===== src/gm2g_pkg.sv =====
// Shared constants, payload types, register codes and the exp(-t) table for the 2-D Gaussian block
package gm2g_pkg;

  // Number format and table size
  localparam int FRAC_BITS         = 16;
  localparam int EXP_TABLE_ENTRIES = 256;
  localparam int DATA_W            = 32;
  localparam int ADDR_W            = 5;

  // |arg| below 4.0 needs FRAC_BITS+2 bits
  localparam int AMAG_W    = FRAC_BITS + 2;
  localparam int IDX_W     = $clog2(EXP_TABLE_ENTRIES);
  localparam int ARG_STEPS = AMAG_W;
  localparam int ARG_LAT   = ARG_STEPS + 1;
  localparam int EXP_LAT   = 4;
  // numerator 2*|h|*|arg|: |h| < 2^32
  localparam int NUM_W     = DATA_W + 1 + AMAG_W;
  localparam int DDIV_LAT  = NUM_W;
  localparam int LO_W      = NUM_W / 2;
  localparam int HI_W      = NUM_W - LO_W;
  localparam int PIPE_LAT  = ARG_LAT + EXP_LAT + 3 + DDIV_LAT + 2;
  localparam int PACK_W    = 96;

  // Status codes
  localparam logic [1:0] ST_OK         = 2'd0;
  localparam logic [1:0] ST_SAT        = 2'd1;
  localparam logic [1:0] ST_ZERO_WIDTH = 2'd2;

  // Register indexes (byte address = 4*index)
  typedef enum logic [2:0] {
    REG_CENTRE_U  = 3'd0,
    REG_CENTRE_V  = 3'd1,
    REG_WIDTH_U   = 3'd2,
    REG_WIDTH_V   = 3'd3,
    REG_AMPLITUDE = 3'd4,
    REG_OFFSET    = 3'd5
  } reg_idx_t;

  typedef struct packed {
    logic signed [DATA_W-1:0] centre_u;
    logic signed [DATA_W-1:0] centre_v;
    logic signed [DATA_W-1:0] width_u;
    logic signed [DATA_W-1:0] width_v;
    logic signed [DATA_W-1:0] amplitude;
    logic signed [DATA_W-1:0] offset;
  } cfg_t;

  typedef struct packed {
    logic signed [DATA_W-1:0] u;
    logic signed [DATA_W-1:0] v;
  } in_req_t;

  typedef struct packed {
    logic signed [DATA_W-1:0] value;
    logic signed [DATA_W-1:0] d_centre_u;
    logic signed [DATA_W-1:0] d_centre_v;
    logic signed [DATA_W-1:0] d_width_u;
    logic signed [DATA_W-1:0] d_width_v;
    logic signed [DATA_W-1:0] d_amplitude;
    logic signed [DATA_W-1:0] d_u;
    logic signed [DATA_W-1:0] d_v;
    logic        [1:0]        status;
  } out_req_t;

  typedef logic [31:0] exp_tab_t [0:EXP_TABLE_ENTRIES];

  // exp(-t) samples in unsigned Q1.31 over t in [0,16]
  function automatic exp_tab_t build_exp_tab();
    exp_tab_t    tab;
    logic [63:0] x;
    logic [63:0] term;
    logic [63:0] e;
    longint      sum;
    x    = 64'(64'd1 << 35) / EXP_TABLE_ENTRIES;
    term = 64'd1 << 31;
    sum  = longint'(64'd1 << 31);
    // alternating Taylor series for the per-step ratio
    for (int k = 1; k <= 30; k++) begin
      term = ((term * x) >> 31) / 64'(k);
      if ((k % 2) == 1) begin
        sum = sum - longint'(term);
      end else begin
        sum = sum + longint'(term);
      end
    end
    if (sum < 0) begin
      sum = 0;
    end
    e      = 64'd1 << 31;
    tab[0] = e[31:0];
    for (int i = 1; i <= EXP_TABLE_ENTRIES; i++) begin
      e      = (e * 64'(sum) + (64'd1 << 30)) >> 31;
      tab[i] = e[31:0];
    end
    return tab;
  endfunction

  localparam exp_tab_t EXP_TAB = build_exp_tab();

  // Signed saturation of a sign/magnitude pair; returns {saturated, value}
  function automatic logic [DATA_W:0] sat_pack(input logic neg, input logic [PACK_W-1:0] mag);
    logic [PACK_W-1:0] lim;
    logic              sat;
    logic [PACK_W-1:0] m;
    lim = neg ? (PACK_W'(1) << (DATA_W - 1)) : ((PACK_W'(1) << (DATA_W - 1)) - PACK_W'(1));
    sat = mag > lim;
    m   = sat ? lim : mag;
    return {sat, (neg ? DATA_W'(-m) : DATA_W'(m))};
  endfunction

endpackage


===== src/gm2g_regs.sv =====
// Configuration register bank behind the APB-style port
module gm2g_regs import gm2g_pkg::*; (
  input  logic              clk,
  input  logic              rst,
  input  logic              psel,
  input  logic              penable,
  input  logic              pwrite,
  input  logic [ADDR_W-1:0] paddr,
  input  logic [DATA_W-1:0] pwdata,
  output logic [DATA_W-1:0] prdata,
  output logic              pready,
  output cfg_t              cfg
);

  reg_idx_t idx;
  logic     wr;

  assign pready = 1'b1;
  assign idx    = reg_idx_t'(paddr[ADDR_W-1:2]);
  assign wr     = psel && penable && pwrite;

  // Register writes; byte lane bits of the address are ignored
  always_ff @(posedge clk) begin
    if (rst) begin
      cfg.centre_u  <= '0;
      cfg.centre_v  <= '0;
      cfg.width_u   <= DATA_W'(1) << FRAC_BITS;
      cfg.width_v   <= DATA_W'(1) << FRAC_BITS;
      cfg.amplitude <= DATA_W'(1) << FRAC_BITS;
      cfg.offset    <= '0;
    end else if (wr) begin
      case (idx)
        REG_CENTRE_U:  cfg.centre_u  <= pwdata;
        REG_CENTRE_V:  cfg.centre_v  <= pwdata;
        REG_WIDTH_U:   cfg.width_u   <= pwdata;
        REG_WIDTH_V:   cfg.width_v   <= pwdata;
        REG_AMPLITUDE: cfg.amplitude <= pwdata;
        REG_OFFSET:    cfg.offset    <= pwdata;
        default: ;
      endcase
    end
  end

  // Read mux
  always_comb begin
    case (idx)
      REG_CENTRE_U:  prdata = cfg.centre_u;
      REG_CENTRE_V:  prdata = cfg.centre_v;
      REG_WIDTH_U:   prdata = cfg.width_u;
      REG_WIDTH_V:   prdata = cfg.width_v;
      REG_AMPLITUDE: prdata = cfg.amplitude;
      REG_OFFSET:    prdata = cfg.offset;
      default:       prdata = '0;
    endcase
  end

endmodule


===== config.mk =====
export PLATFORM = sky130hd
export DESIGN_NAME = gm2g_regs
export DESIGN_NICKNAME = d
export VERILOG_FILES = /design/src/gm2g_pkg.sv /design/src/gm2g_regs.sv
export SDC_FILE = /design/constraint.sdc
export NUM_CORES = 1
export LEC_CHECK = 0
export ABC_AREA = 1
export BUFFER_PORTS_ARGS = -buffer_cell sky130_fd_sc_hd__clkbuf_2
export CORE_UTILIZATION = 52
export DETAILED_ROUTE_END_ITERATION = 8
export PLACE_DENSITY_LB_ADDON = 0.3
export RECOVER_POWER = 100
export SLEW_MARGIN = 25
export SYNTH_ARGS = -nofsm -noshare
export SYNTH_HDL_FRONTEND = slang
export SYNTH_SLANG_ARGS = --single-unit

===== constraint.sdc =====
create_clock -name clk -period 2 [get_ports clk]
set_clock_uncertainty 0.15 [all_clocks]
set_input_delay 0.3 -clock clk [delete_from_list [all_inputs] [get_ports clk]]
set_output_delay 0.3 -clock clk [all_outputs]
set_load 0.02 [all_outputs]

## Word-level counts from Yosys, hierarchy flattened

Cells that the tools add are included.

| word-level totals | value |
|---|---|
| register bits after elaboration | 192 |
| latch bits | 0 |
| RAM bits | 0 |
| bits in read-only memories | 0 |
| input port bits | 42 |
| output and inout port bits | 225 |
| memories kept | 0 |

| operators by class | value |
|---|---|
| $add $sub $neg | 0 |
| multipliers | 0 |
| div/mod/pow operators | 0 |
| order comparisons | 0 |
| eq/ne operators | 5 |
| shifts and indexed selects | 0 |
| multiplexer cells | 1 |
| bitwise logic cells | 0 |
| reduce and logical (&&, ||, !) cells | 9 |

Operators by type and width:

| operator | count |
|---|---|
| one-hot mux 32 bit (6 select lines) | 1 |
| AND reduction 2 bit | 6 |
| == test 3 x 2 -> 1 bit (second input constant) | 2 |
| == test 3 bit (second input constant) | 2 |
| == test 3 x 1 -> 1 bit (second input constant) | 1 |
| zero test 3 bit | 1 |
| logical AND 1 bit | 2 |

## Logic depth before layout (Yosys ltp)

| logic depth | value |
|---|---|
| depth after elaboration | 3 |
| depth in mapped cells | 9 |

## Worst setup path after synthesis

Ideal clock, no wire load.

| timing | value |
|---|---|
| path kind | input -> output |
| start point | in paddr[3] |
| end point | out prdata[10] |
| data arrival time | 1.317 ns |
| required time | 1.550 ns |
| path slack | 0.233 ns |
| stages on the path | 8 |
| path through | buf_2 > inv_2 > buf_2 > buf_1 > nand4_1 > nand2_1 > nor2_1 > nand2_1 |

| between the ends | value |
|---|---|
| word-level cells in the longest chain between the ends | 2 |

RTL lines:

| element | line | text |
|---|---|---|
| start: declaration | gm2g_regs.sv:8 | `input logic [ADDR_W-1:0] paddr,` |
| == test 3 bit (tied with other cells) | gm2g_regs.sv:46 | `case (idx)` |
| one-hot mux 32 bit (6 select lines) (*) | gm2g_regs.sv:46 |  |
| end: declaration | gm2g_regs.sv:10 | `output logic [DATA_W-1:0] prdata,` |

Every way passes the cells marked *; elsewhere a longest branch is shown, timed or not.

## Worst setup path after layout

| timing | value |
|---|---|
| start point | in paddr[4] |
| end point | out prdata[17] |

Same word-level chain as after synthesis.

==> metrics.md <==
| Metric | Value |
|---|---|
| Multi-input logic area | between 4000 and 5000 um^2 |
| Critical path, cell by cell | clkbuf_2 -> inv_4 -> nand2_1 -> nor2_4 -> buf_4 -> a21oi_1 -> nand2_1 -> clkbuf_2 |
| Slew Viols, Final | 0 |
| Slew at the pin closest to its max-slew limit | between 0.9 and 1 ns |
| Simple-gate share of the synthesized area | 48.7% |
| Worst stage delay on the critical path | approximately 0.28 ns |
| Static Leak | roughly 5.7 nW |
| Max-cap violations | 0 |
| Post-synthesis sequential area ratio | roughly 41% |
| RR Startpoint | cfg[112]$_SDFFE_PP1P_ |
| Status | finished, final reports clean |
| CORE AREA | around 17000 um^2 |
| DR pass1 iterations | 5 |
| Yosys top cell area share | roughly two fifths |
| Compound-gate portion of the synthesized area | under 10% |
| Overflow after GRT | 0 |
| Placed insts | about 1900 |
| Post-Syn Instances | approximately 1500 |
| Finish-stage setup viols | 0 |
| Final hold vios | 0 |
| Clock Latency Late Sink | 0.43 ns |
| Vias per inst | around 5.4 |
| GRT Total Usage | between 30 and 40% |
| Proportion of layout cells with a drive suffix above 1 | roughly a fifth |
| Vias in the first global route | between 9000 and 10000 |
| PD cells | around 690 nW/um^2 |
| Dpl hpwl | ~20 mm |
| Net count after synthesis | roughly 1500 |
| Post-Syn Area | approximately 9300 um^2 |
| TritonCTS Buffers | 17 |
| DR vias | around 11000 |
| Worst IR Drop VDD | ~660 uV |
| CTS max path bufs | 2 |
| Worst-path fanout max | 16 |
| Clock slew at reported path FFs | about 0.07 ns |
| Hold Path Class | in -> reg |
| Warning count from the yosys run | 0 |
| Slowest stage cell, crit path | buf_4 |
| Avg Synthesized Cell Area | roughly 6.2 um^2 |
| Root Driver | clkbuf_16 |
| Util after Layout | roughly two thirds |
| Unrepaired setup endpoints after global routing | yes |
| Dominant combinational cell family by area after synthesis | simple AND/OR/NAND/NOR gates |
| First DRT Iteration DRCs | between 1000 and 1500 |
| Setup slack at placement | ~0.046 ns |
| CP Class | in -> out |
| Fillcell total | 1607 |
| Initial antenna violation count | 1 |
| Starting Density | a little over half |
| Final Non-Filler Cells | between 1500 and 2000 |
| CTS sink cnt | roughly 190 |
| Hold depth | 5 |
| Wire length of the first global-routing pass | between 40 and 50 mm |
| Top cells by area, synth | dfxtp_1, nor2_1, nand2_1 |
| Fmax | 512 MHz |
| Synth Register Bits | 192 |
| Req. time, crit path | 1.55 ns |
| Routability cong. | around 0.9 |
| Mux contribution to synthesized area | 0% |
| Register area | just under 4000 um^2 |
| I/O Buffers | between 200 and 300 |
| Adder-cell share of the synthesized area | 0% |
| Top Registers | cfg: 192 flops |
| Startpoint types | input port |
| Largest area contributor in the netlist | dfxtp_1 |
| Die extent in y | 136 um |
| R2r worst-path depth | 2 |
| Number of flip-flops in the largest register | 192 |
| Die footprint | 18400 um^2 |
| Hold path startpoint | pwdata[23] |
| Most flop-heavy register | cfg |
| Per-cell routed wire length | between 15 and 20 um |
| Htree depth | 4 |
| CTS tree | yes |
| DRC viols | 0 |
| Setup ws final | 0.0477 ns |
| Largest net degree at the start of global routing | between 50 and 60 |
| Max-Slew Margin vs Limit | around a third |
| CP endpoint kind | primary output |
| Area Growth Syn to Fin | 26.2% |
| IO Pins | ~270 |
| Number of distinct library cells after synthesis | 16 |
| Fin nets | around 1800 |
| Final ANT Viol Nets | 0 |
| Site row count | 48 |
| Tmin final | ~2 ns |
| Hold WS | between 0.1 and 0.15 ns |
| Final Cycle Share | between 90 and 100% |
| Final wirelength | ~31 mm |
| XOR/XNOR Fraction of Synth Area | 0% |
| Die width | 136 um |
| Arrival time worst endpoint | about 1.5 ns |
| Critical Path Source | paddr[4] |
==> repair_timing <==
action,in CTS,in global routing
hold endpoints to repair,2,0
endpoints found under the setup margin,0,16
buffers inserted,0,4
gates resized for setup,0,4
hold buffers,1,0
==> path summary, 6_finish.rpt <==
path / endpoint / slack (ns)
hold reg to reg: cfg[66]$_SDFFE_PP0P_ / 0.35
hold / removal: cfg[87]$_SDFFE_PP0P_ / 0.11
setup / recovery: prdata[17] / 0.05
setup reg to reg: cfg[112]$_SDFFE_PP1P_ / 1.19
==> metrics by stage <==
stage          power, W  TNS, ns  instance area [um^2]
2_1_floorplan   0.00452        0                  9280
3_3_place_gp    0.00484        0                 11100
3_5_place_dp    0.00485        0                 11100
4_1_cts         0.00805        0                 11600
5_1_grt         0.00826   -0.283                 11700
6_report        0.00804        0                 11700
==> cell type report <==
type                       count  share of cell area, %
clock inverter                 9                  0.727
tap                          225                   2.40
sequential                   192                   32.8
antenna                        1                 0.0214
timing repair buffer         321                   17.4
inverter                      69                   2.30
multi-input combinational   1116                   40.3
clock buffer                  22                   3.96
==> routing by layer <==
| layer | GRT usage (%) | up-vias | routed length, um | share of wire [%] |
|---|---|---|---|---|
| met1 | 41.4 | 4834 | 12600 | 40 |
| met5 | 0 | - | 0 | 0 |
| li1 | - | 5158 | - | - |
| met3 | 6.17 | 71 | 2750 | 8.8 |
| met2 | 55.8 | 567 | 15100 | 48 |
| met4 | 13.8 | 0 | 800 | 2.6 |
==> report_power, final <==
group | total, W | switching [W] | leakage [nW] | internal, W
sequential | 0.00391 | 0.0000420 | 1.55 | 0.00387
clock | 0.00324 | 0.00147 | 0.262 | 0.00178
combinational | 0.000886 | 0.000612 | 3.92 | 0.000274
==> cell usage in the layout (no fill, tap or decap) <==
cell type        n
nor2_1         433
nand2_1        383
clkbuf_2       263
nand3_1        195
dfxtp_1        192
nand4_1         65
inv_1           65
buf_4           34
a21oi_1         23
buf_12          20
clkbuf_16       19
nor2_4          11
o21ai_0          3
clkbuf_1         3
clkinv_2         3
clkinvlp_4       3
inv_4            2
nand3_2          2
inv_6            2
clkbuf_8         2
diode_2          1
inv_2            1
conb_1           1
clkinv_4         1
bufinv_16        1
dlygate4sd3_1    1
clkbuf_4         1
==> synth_stat cells <==
cell type and count:
buf_1 10, nor2_1 441, o21ai_0 3, nand2_1 383, conb_1 1, nor2_2 3, nand3_1 195, a21oi_1 23
nand4_1 65, inv_2 3, nand3_2 2, inv_1 66, buf_4 5, clkbuf_1 35, buf_2 64, dfxtp_1 192
==> critical path: cells and delay by family <==
kind / cells / cell delay [ns]
compound gates: 1 / 0.10
buf+inv: 4 / 0.71
simple gates: 3 / 0.39
==> logic make-up after synthesis <==
logic type      after synthesis
flops                       192
buf+inv                     183
simple gates               1089
compound gates               26
other cells                   1
Power figures use the tool's default switching activity.
