## src/gm2g_pkg.sv

```systemverilog
// Shared constants, payload types, register codes and the exp(-t) table for the 2-D Gaussian block
package gm2g_pkg;

  // Number format and table size
  localparam int FRAC_BITS         = 16;
  localparam int EXP_TABLE_ENTRIES = 256;
  localparam int DATA_W            = 32;
  localparam int ADDR_W            = 5;

  // |arg| below 4.0 needs FRAC_BITS+2 bits
  localparam int AMAG_W    = FRAC_BITS + 2;
  localparam int IDX_W     = $clog2(EXP_TABLE_ENTRIES);
  localparam int ARG_STEPS = AMAG_W;
  localparam int ARG_LAT   = ARG_STEPS + 1;
  localparam int EXP_LAT   = 4;
  // numerator 2*|h|*|arg|: |h| < 2^32
  localparam int NUM_W     = DATA_W + 1 + AMAG_W;
  localparam int DDIV_LAT  = NUM_W;
  localparam int LO_W      = NUM_W / 2;
  localparam int HI_W      = NUM_W - LO_W;
  localparam int PIPE_LAT  = ARG_LAT + EXP_LAT + 3 + DDIV_LAT + 2;
  localparam int PACK_W    = 96;

  // Status codes
  localparam logic [1:0] ST_OK         = 2'd0;
  localparam logic [1:0] ST_SAT        = 2'd1;
  localparam logic [1:0] ST_ZERO_WIDTH = 2'd2;

  // Register indexes (byte address = 4*index)
  typedef enum logic [2:0] {
    REG_CENTRE_U  = 3'd0,
    REG_CENTRE_V  = 3'd1,
    REG_WIDTH_U   = 3'd2,
    REG_WIDTH_V   = 3'd3,
    REG_AMPLITUDE = 3'd4,
    REG_OFFSET    = 3'd5
  } reg_idx_t;

  typedef struct packed {
    logic signed [DATA_W-1:0] centre_u;
    logic signed [DATA_W-1:0] centre_v;
    logic signed [DATA_W-1:0] width_u;
    logic signed [DATA_W-1:0] width_v;
    logic signed [DATA_W-1:0] amplitude;
    logic signed [DATA_W-1:0] offset;
  } cfg_t;

  typedef struct packed {
    logic signed [DATA_W-1:0] u;
    logic signed [DATA_W-1:0] v;
  } in_req_t;

  typedef struct packed {
    logic signed [DATA_W-1:0] value;
    logic signed [DATA_W-1:0] d_centre_u;
    logic signed [DATA_W-1:0] d_centre_v;
    logic signed [DATA_W-1:0] d_width_u;
    logic signed [DATA_W-1:0] d_width_v;
    logic signed [DATA_W-1:0] d_amplitude;
    logic signed [DATA_W-1:0] d_u;
    logic signed [DATA_W-1:0] d_v;
    logic        [1:0]        status;
  } out_req_t;

  typedef logic [31:0] exp_tab_t [0:EXP_TABLE_ENTRIES];

  // exp(-t) samples in unsigned Q1.31 over t in [0,16]
  function automatic exp_tab_t build_exp_tab();
    exp_tab_t    tab;
    logic [63:0] x;
    logic [63:0] term;
    logic [63:0] e;
    longint      sum;
    x    = 64'(64'd1 << 35) / EXP_TABLE_ENTRIES;
    term = 64'd1 << 31;
    sum  = longint'(64'd1 << 31);
    // alternating Taylor series for the per-step ratio
    for (int k = 1; k <= 30; k++) begin
      term = ((term * x) >> 31) / 64'(k);
      if ((k % 2) == 1) begin
        sum = sum - longint'(term);
      end else begin
        sum = sum + longint'(term);
      end
    end
    if (sum < 0) begin
      sum = 0;
    end
    e      = 64'd1 << 31;
    tab[0] = e[31:0];
    for (int i = 1; i <= EXP_TABLE_ENTRIES; i++) begin
      e      = (e * 64'(sum) + (64'd1 << 30)) >> 31;
      tab[i] = e[31:0];
    end
    return tab;
  endfunction

  localparam exp_tab_t EXP_TAB = build_exp_tab();

  // Signed saturation of a sign/magnitude pair; returns {saturated, value}
  function automatic logic [DATA_W:0] sat_pack(input logic neg, input logic [PACK_W-1:0] mag);
    logic [PACK_W-1:0] lim;
    logic              sat;
    logic [PACK_W-1:0] m;
    lim = neg ? (PACK_W'(1) << (DATA_W - 1)) : ((PACK_W'(1) << (DATA_W - 1)) - PACK_W'(1));
    sat = mag > lim;
    m   = sat ? lim : mag;
    return {sat, (neg ? DATA_W'(-m) : DATA_W'(m))};
  endfunction

endpackage

```

## src/gm2g_arg.sv

```systemverilog
// Normalized distance |pos-centre|/|width| per axis: one quotient bit per stage
module gm2g_arg import gm2g_pkg::*; (
  input  logic                     clk,
  input  logic                     adv,
  input  logic signed [DATA_W-1:0] pos,
  input  logic signed [DATA_W-1:0] cen,
  input  logic signed [DATA_W-1:0] wid,
  output logic        [AMAG_W-1:0] amag,
  output logic                     aneg,
  output logic                     far
);

  logic signed [DATA_W:0]   d;
  logic        [DATA_W:0]   dmag;
  logic        [DATA_W-1:0] wmag;
  logic                     far0;

  logic [DATA_W:0]   rem  [0:ARG_STEPS];
  logic [AMAG_W-1:0] nlow [0:ARG_STEPS];
  logic [AMAG_W-1:0] quo  [0:ARG_STEPS];
  logic              sgn  [0:ARG_STEPS];
  logic              farr [0:ARG_STEPS];

  // Difference, magnitudes and range check (quotient of 4.0 or more means far)
  always_comb begin
    d    = {pos[DATA_W-1], pos} - {cen[DATA_W-1], cen};
    dmag = d[DATA_W] ? (DATA_W+1)'(-d) : (DATA_W+1)'(d);
    wmag = wid[DATA_W-1] ? DATA_W'(-wid) : DATA_W'(wid);
    far0 = {1'b0, dmag} >= {wmag, 2'b00};
  end

  // Entry stage: top of the shifted dividend goes into the remainder
  always_ff @(posedge clk) begin
    if (adv) begin
      rem[0]  <= dmag >> 2;
      nlow[0] <= {dmag[1:0], FRAC_BITS'(0)};
      quo[0]  <= '0;
      sgn[0]  <= d[DATA_W] != wid[DATA_W-1];
      farr[0] <= far0;
    end
  end

  // Restoring division steps
  for (genvar s = 1; s <= ARG_STEPS; s++) begin : g_step
    logic [DATA_W+1:0] trial;
    logic              ge;
    always_comb begin
      trial = {rem[s-1], nlow[s-1][AMAG_W-1]};
      ge    = trial >= {2'b00, wmag};
    end
    always_ff @(posedge clk) begin
      if (adv) begin
        rem[s]  <= ge ? (DATA_W+1)'(trial - {2'b00, wmag}) : trial[DATA_W:0];
        nlow[s] <= nlow[s-1] << 1;
        quo[s]  <= {quo[s-1][AMAG_W-2:0], ge};
        sgn[s]  <= sgn[s-1];
        farr[s] <= farr[s-1];
      end
    end
  end

  assign amag = farr[ARG_STEPS] ? '0 : quo[ARG_STEPS];
  assign aneg = sgn[ARG_STEPS];
  assign far  = farr[ARG_STEPS];

endmodule

```

## config.mk

```make
export PLATFORM = sky130hd
export DESIGN_NAME = gm2g_arg
export DESIGN_NICKNAME = d
export VERILOG_FILES = /design/src/gm2g_pkg.sv /design/src/gm2g_arg.sv
export SDC_FILE = /design/constraint.sdc
export NUM_CORES = 2
export LEC_CHECK = 0
export BUFFER_PORTS_ARGS = -buffer_cell sky130_fd_sc_hd__buf_2
export CORE_MARGIN = 2
export CORE_UTILIZATION = 50
export DETAILED_ROUTE_END_ITERATION = 10
export GPL_TIMING_DRIVEN = 0
export PLACE_DENSITY = 0.66
export SYNTH_ARGS = -nofsm -noshare
export SYNTH_HDL_FRONTEND = slang
export SYNTH_SLANG_ARGS = --single-unit
```

## constraint.sdc

```tcl
create_clock -name clk -period 19.2 [get_ports clk]
set_clock_uncertainty 0.15 [all_clocks]
set_input_delay 2.88 -clock clk [delete_from_list [all_inputs] [get_ports clk]]
set_output_delay 2.88 -clock clk [all_outputs]
set_load 0.005 [all_outputs]
```

### Word-level counts from Yosys, hierarchy flattened

Memory sizes are Yosys's and may differ from the RTL's.
Index checks and enable logic that the tools add are counted.

* flip-flop bits (word level): 0
* memory bits (writable): 1330
* output and inout bits: 20
* word-level logic and storage cells: 69
* memories: 5

Memory list
* rem: words 19, bits a word 33, read ports 18, clocked after Yosys merged registers in 0, write ports 19, RTL line gm2g_arg.sv:18 `logic [DATA_W:0] rem [0:ARG_STEPS];`
* quo: words 19, bits a word 18, read ports 19, clocked after Yosys merged registers in 0, write ports 19, RTL line gm2g_arg.sv:20 `logic [AMAG_W-1:0] quo [0:ARG_STEPS];`
* nlow: words 19, bits a word 17, read ports 18, clocked after Yosys merged registers in 0, write ports 19, RTL line gm2g_arg.sv:19 `logic [AMAG_W-1:0] nlow [0:ARG_STEPS];`
* farr: words 19, bits a word 1, read ports 19, clocked after Yosys merged registers in 0, write ports 19, RTL line gm2g_arg.sv:22 `logic farr [0:ARG_STEPS];`
* sgn: words 19, bits a word 1, read ports 19, clocked after Yosys merged registers in 0, write ports 19, RTL line gm2g_arg.sv:21 `logic sgn [0:ARG_STEPS];`

* $add $sub $neg: 21
* order comparisons: 19
* equality and inequality tests: 1
* muxes and demuxes: 23

Operators with widths (number)
* 33-bit two-way mux: 19
* 34-bit by 32-bit greater-or-equal comparator with 1-bit output: 18
* 33-bit by 32-bit subtractor with 33-bit output: 18
* 33-bit by 34-bit greater-or-equal comparator with 1-bit output: 1
* 33-bit negator: 1
* 32-bit by 32-bit subtractor with 33-bit output: 1
* 32-bit two-way mux: 1
* 32-bit negator: 1
* 18-bit two-way mux: 1
* 1-bit two-way mux: 2
* 1-bit != test: 1

### Logic depth before layout (Yosys ltp)

* word-level depth: 4
* mapped depth: 23

### Least setup slack after synthesis

OpenSTA, ideal clock, no wires.

* path type: input to register
* start: input port wid[0]
* end: memory rem[2][29] in the netlist's numbering, data pin
* data arrival time: 10.046 ns
* required time: 18.790 ns
* path slack: 8.744 ns
* stages: 14
* cells stage by stage: clkinv_1 > clkbuf_1 > ha_1 > mux2i_1 > fa_1 > a21o_1 > a21oi_1 > nand2b_1 > a211o_1 > a2111oi_0 > o31ai_1 > a21oi_1 > clkbuf_1 > mux2_2

RTL lines
* start, declared: RTL line gm2g_arg.sv:7 `input logic signed [DATA_W-1:0] wid,`
* end, declared: RTL line gm2g_arg.sv:18

==> results.txt <==
- The worst hold path belongs to the class flop to flop.
- The count of nets left with antenna violations once routing finished came out at 0.
- The tree is rooted in a clkbuf_16.
- The max-slew violation count came to 0.
- Detailed-routing iteration count for the pre-antenna-repair pass: 5
- Hold Path Sink: sgn[14]
- Max Fclk: 92.77 MHz
* Most numerous cell in the Yosys netlist: edfxtp_1
- The congestion estimate from routability-driven global placement came to about 0.94.
- Setup violations remaining at the end of the flow were counted as 0.
* Post-synthesis area per instance: 9.685 um2
- Hold depth: 0
- Crit-path max FO: 40
- Subtracting the final worst setup slack from the clock period gives 10.78 ns.
- Worst-Skew Late Latency: 0.70 ns
* Routed wirelength normalized by instance count: 21.54 um
* Final worst setup slack: 8.421 ns
- Class of the most critical setup path: input port to flop
- Dividing total power by cell area gives a power density of 186.0 nW/um2.
- The cell area that synthesis handed to floorplanning was 61360 um2.
- Post-synth EDFFs: 804
* Transition at the pin with the smallest max-transition slack: between 1 and 1.5 ns
- The design draws ~13 mW.
- For this design, the sink count on the clock tree is 804.
- Placement-stage worst setup slack: 7.807 ns
- CP most frequent cell: a21oi_1
- Global routing finished with a remaining overflow of 0.
- Initial antenna violation count: 2
- The number of nets handed over by synthesis was 7091.
- In the post-synthesis netlist, the biggest area contributors are edfxtp_1, ha_1, a21oi_1.
- After clock tree synthesis, the clock-pin slew on the worst setup and hold paths is 0.06 ns.
- In this run, the combinational gates consume 57.6% of the power.
- The commonest cells after synthesis are edfxtp_1, ha_1, a21oi_1.
- CTS tree: yes
- The H-tree was split into 3 levels.
- Total number of vias: 50469
- Hold repair after CTS inserted 0 buffers.
- For this run, asynchronously set or reset flops after synthesis account for 0%.
- Number of DRC violations after detailed routing: 0
* Complex-gate fraction of the synthesized area: 21.47%
- The die covers 125500 um2.
- Power Internal: 7.278 mW
* Max stage delay cell, worst path: clkbuf_4
- Summing the areas of all fa, ha and maj instances in the mapped netlist gives 13.64% of the synthesized area.
* Initial Utilization: roughly half
* Basic-gate share of the synthesized area counting and, or, nand and nor cells: ~14%
- Combined global-route utilization of all metal layers: 27.93%
- Fraction of the yosys area taken by sequential cells: 39.35%
- Row count: 128
* Pin count of the biggest net entering global routing: 127
- Main combinational cell family by area after synthesis: compound AO/OA/AOI/OAI gates
* Yosys top cell by area: edfxtp_1
- Buffers inserted during clock tree synthesis total between 90 and 100.
* Core ar.: approximately 120000 um2
* Proportion of total power due to net switching: a little over two fifths
- Share of the synthesized area in the top cell type: about two fifths
- R2r startpoint: nlow[0][16]
- Number of setup buffers added after CTS: 0
- Peak supply drop: 0.09414 mV
- During synthesis, Yosys emitted a total of 0 warnings.
- Data arrival time at the worst-slack endpoint: 11.02 ns
- Critical Path, Cell by Cell: buf_2 > clkinv_1 > clkbuf_4 > ha_1 > nand2b_1 > or3_1 > or3_1 > o21ai_0 > xor2_4 > buf_12 > ha_1 > nand3_1 > nor3_1 > a21oi_1 > a31oi_1 > nor4_1 > o31ai_1 > a21oi_1 > inv_2 > buf_1 > clkbuf_1 > a21oi_1
- Longest individual stage delay on the worst path: 0.82 ns
* Sum of routed wire length over all layers: between 150000 and 200000 um
- Die outline width: 354.3 um
- The final critical path takes up 56.14% of the cycle.
* Count of cell types in the netlist: 95
- Starting DRT DRC Count: 4020
- Number of global-route vias before repair: 48976
- Portion of netlist area occupied by mux cells: 1.988%
* Commonest register cell after synthesis: edfxtp_1
- For the worst flop-to-flop path, the logic depth is 15.
- Clk pwr share: between 10% and 20%
* Worst relative slew slack: 15.21%
- Detailed-route vias per instance: 6.076
- Startpoint kind of the worst setup timing path: input port
- The number of hold-slack violations in the final timing report came to 0.
- The startpoint identified for the worst hold timing path is sgn[13].
* Count of input and output buffers: 117
- Crit end category: flop
* Post-synthesis sequential element count: 804
* Unrepaired setup endpoints after global routing: false
- The post-route netlist has 7.934% of its cells at a drive strength greater than 1.
- Switching pwr: 5.566 mW
* End of the worst register-to-register path: rem[1][0]
- The flow ran to the end, and the final reports show no timing, DRC or antenna violations.
* First-pass GRT wire length: 274200 um
- Critical Path RT: 19.45 ns
- Once the clock tree was built, the resizer swapped 0 gates to a different size.
- Pin placement for this block handled around 120 I/O pins.
* Pleak: about 28 nW
- Area growth from synthesis to layout: 12.57%
* Part of the total power dissipated in sequential elements: 28.2%
- Max Cap Viol: 0
- Gate count after technology mapping: 6335
- Final sum of negative setup slack: 0 ns
- Tracing the worst setup path back leads to its startpoint at wid[0].
* Post-detailed-placement half-perimeter wirelength: 137400 um
- At the end of the flow, the number of nets in the layout was 7358.
- The die is 354.3 um tall.
- CTS max path bufs: 3
- Setup slack of the most critical reg-to-reg path: 13.71 ns
* Post-Synth XOR/XNOR Area: 7.566%
==> power groups by stage <==
stage / Clock [mW] / Sequential (mW) / Combinational, mW
after floorplan: 0 / 3.38 / 5.48
after global placement: 0 / 3.68 / 7.07
after detailed placement: 0 / 3.64 / 7.26
after CTS: 1.87 / 3.62 / 7.32
after global routing: 1.94 / 3.67 / 8.20
final: 1.83 / 3.62 / 7.39
==> worst max-delay path, delay by kind of cell <==
kind            cells  cell delay, ns
buf+inv             7            3.17
xor+xnor            1            0.70
simple gates        6            1.60
compound gates      6            2.01
fa+ha+maj           2            0.58
==> worst max-delay path by stage <==
stage                     slack [ns]  cells after the start           to
after floorplan                 8.74                     14   rem[2][29]
after global routing            8.04                     23  rem[16][30]
after global placement          2.54                      1  rem[12][22]
after CTS                       8.51                     22  rem[16][30]
final                           8.42                     22  rem[16][30]
after detailed placement        7.81                     22  rem[16][30]
==> registers in the layout, summed over array words and instances, names as in the netlist <==
| signal | cells |
|---|---|
| farr | 19 |
| quo | 171 |
| sgn | 19 |
| rem | 592 |
| nlow | 3 |
==> metal layers <==
layer / track usage [%] / share of wire (%) / vias up
met4: 14.64 / 5.7 / 2
met5: 0 / 0.011 / -
met2: 48.02 / 48 / 1507
li1: - / - / 24450
met1: 34.48 / 41 / 24050
met3: 3.280 / 5.2 / 460
==> metrics by stage <==
stage               hold WS, ns  util, %  cells  area, um2
floorplan                0.2503        -   6335      61360
global placement         0.2504    52.56   8077      63980
detailed placement       0.2545    54.18   8131      65940
CTS                      0.2663    56.74   8305      69070
global route             0.2651    56.75   8306      69070
finish                   0.2642    56.75   8306      69070
==> logic make-up (layout without fill, tap and decap cells) <==
kind of cell | Yosys count | count (layout)
fa+ha+maj | 658 | 658
compound gates | 2098 | 2098
simple gates | 1756 | 1756
mux | 109 | 109
other cells | 0 | 1
flops | 804 | 804
xor+xnor | 530 | 530
buf+inv | 380 | 725
==> layout by cell type (no fill, tap or decap), types with 19 or more instances in the layout <==
cell type / n
a211oi_1: 47
a21o_1: 309
a21oi_1: 585
a221oi_1: 20
a31oi_1: 60
a41oi_1: 19
and2_1: 36
and3_1: 44
and4_1: 24
buf_16: 44
buf_2: 121
clkbuf_1: 137
clkbuf_16: 96
clkinv_1: 20
edfxtp_1: 804
ha_1: 640
inv_1: 232
mux2_2: 103
nand2_1: 580
nand2b_1: 87
nand3_1: 99
nand4_1: 84
nor2_1: 454
nor2b_1: 71
nor3_1: 119
o211ai_1: 48
o21a_1: 90
o21ai_0: 549
o21bai_1: 95
o31ai_1: 62
or2_2: 24
or3_1: 51
xnor2_1: 292
xor2_1: 209
xor2_4: 28
==> final cells by class <==
cell class	count	area, um2
multi-input combinational	5151	36300
antenna	1	2.502
sequential	804	24140
buffer	144	574.3
tap	1625	2033
timing repair buffer	171	2002
inverter	236	885.9
clock inverter	66	675.6
fill	10568	52650
clock buffer	108	2447
No activity file was read; power rests on OpenSTA's default activity.
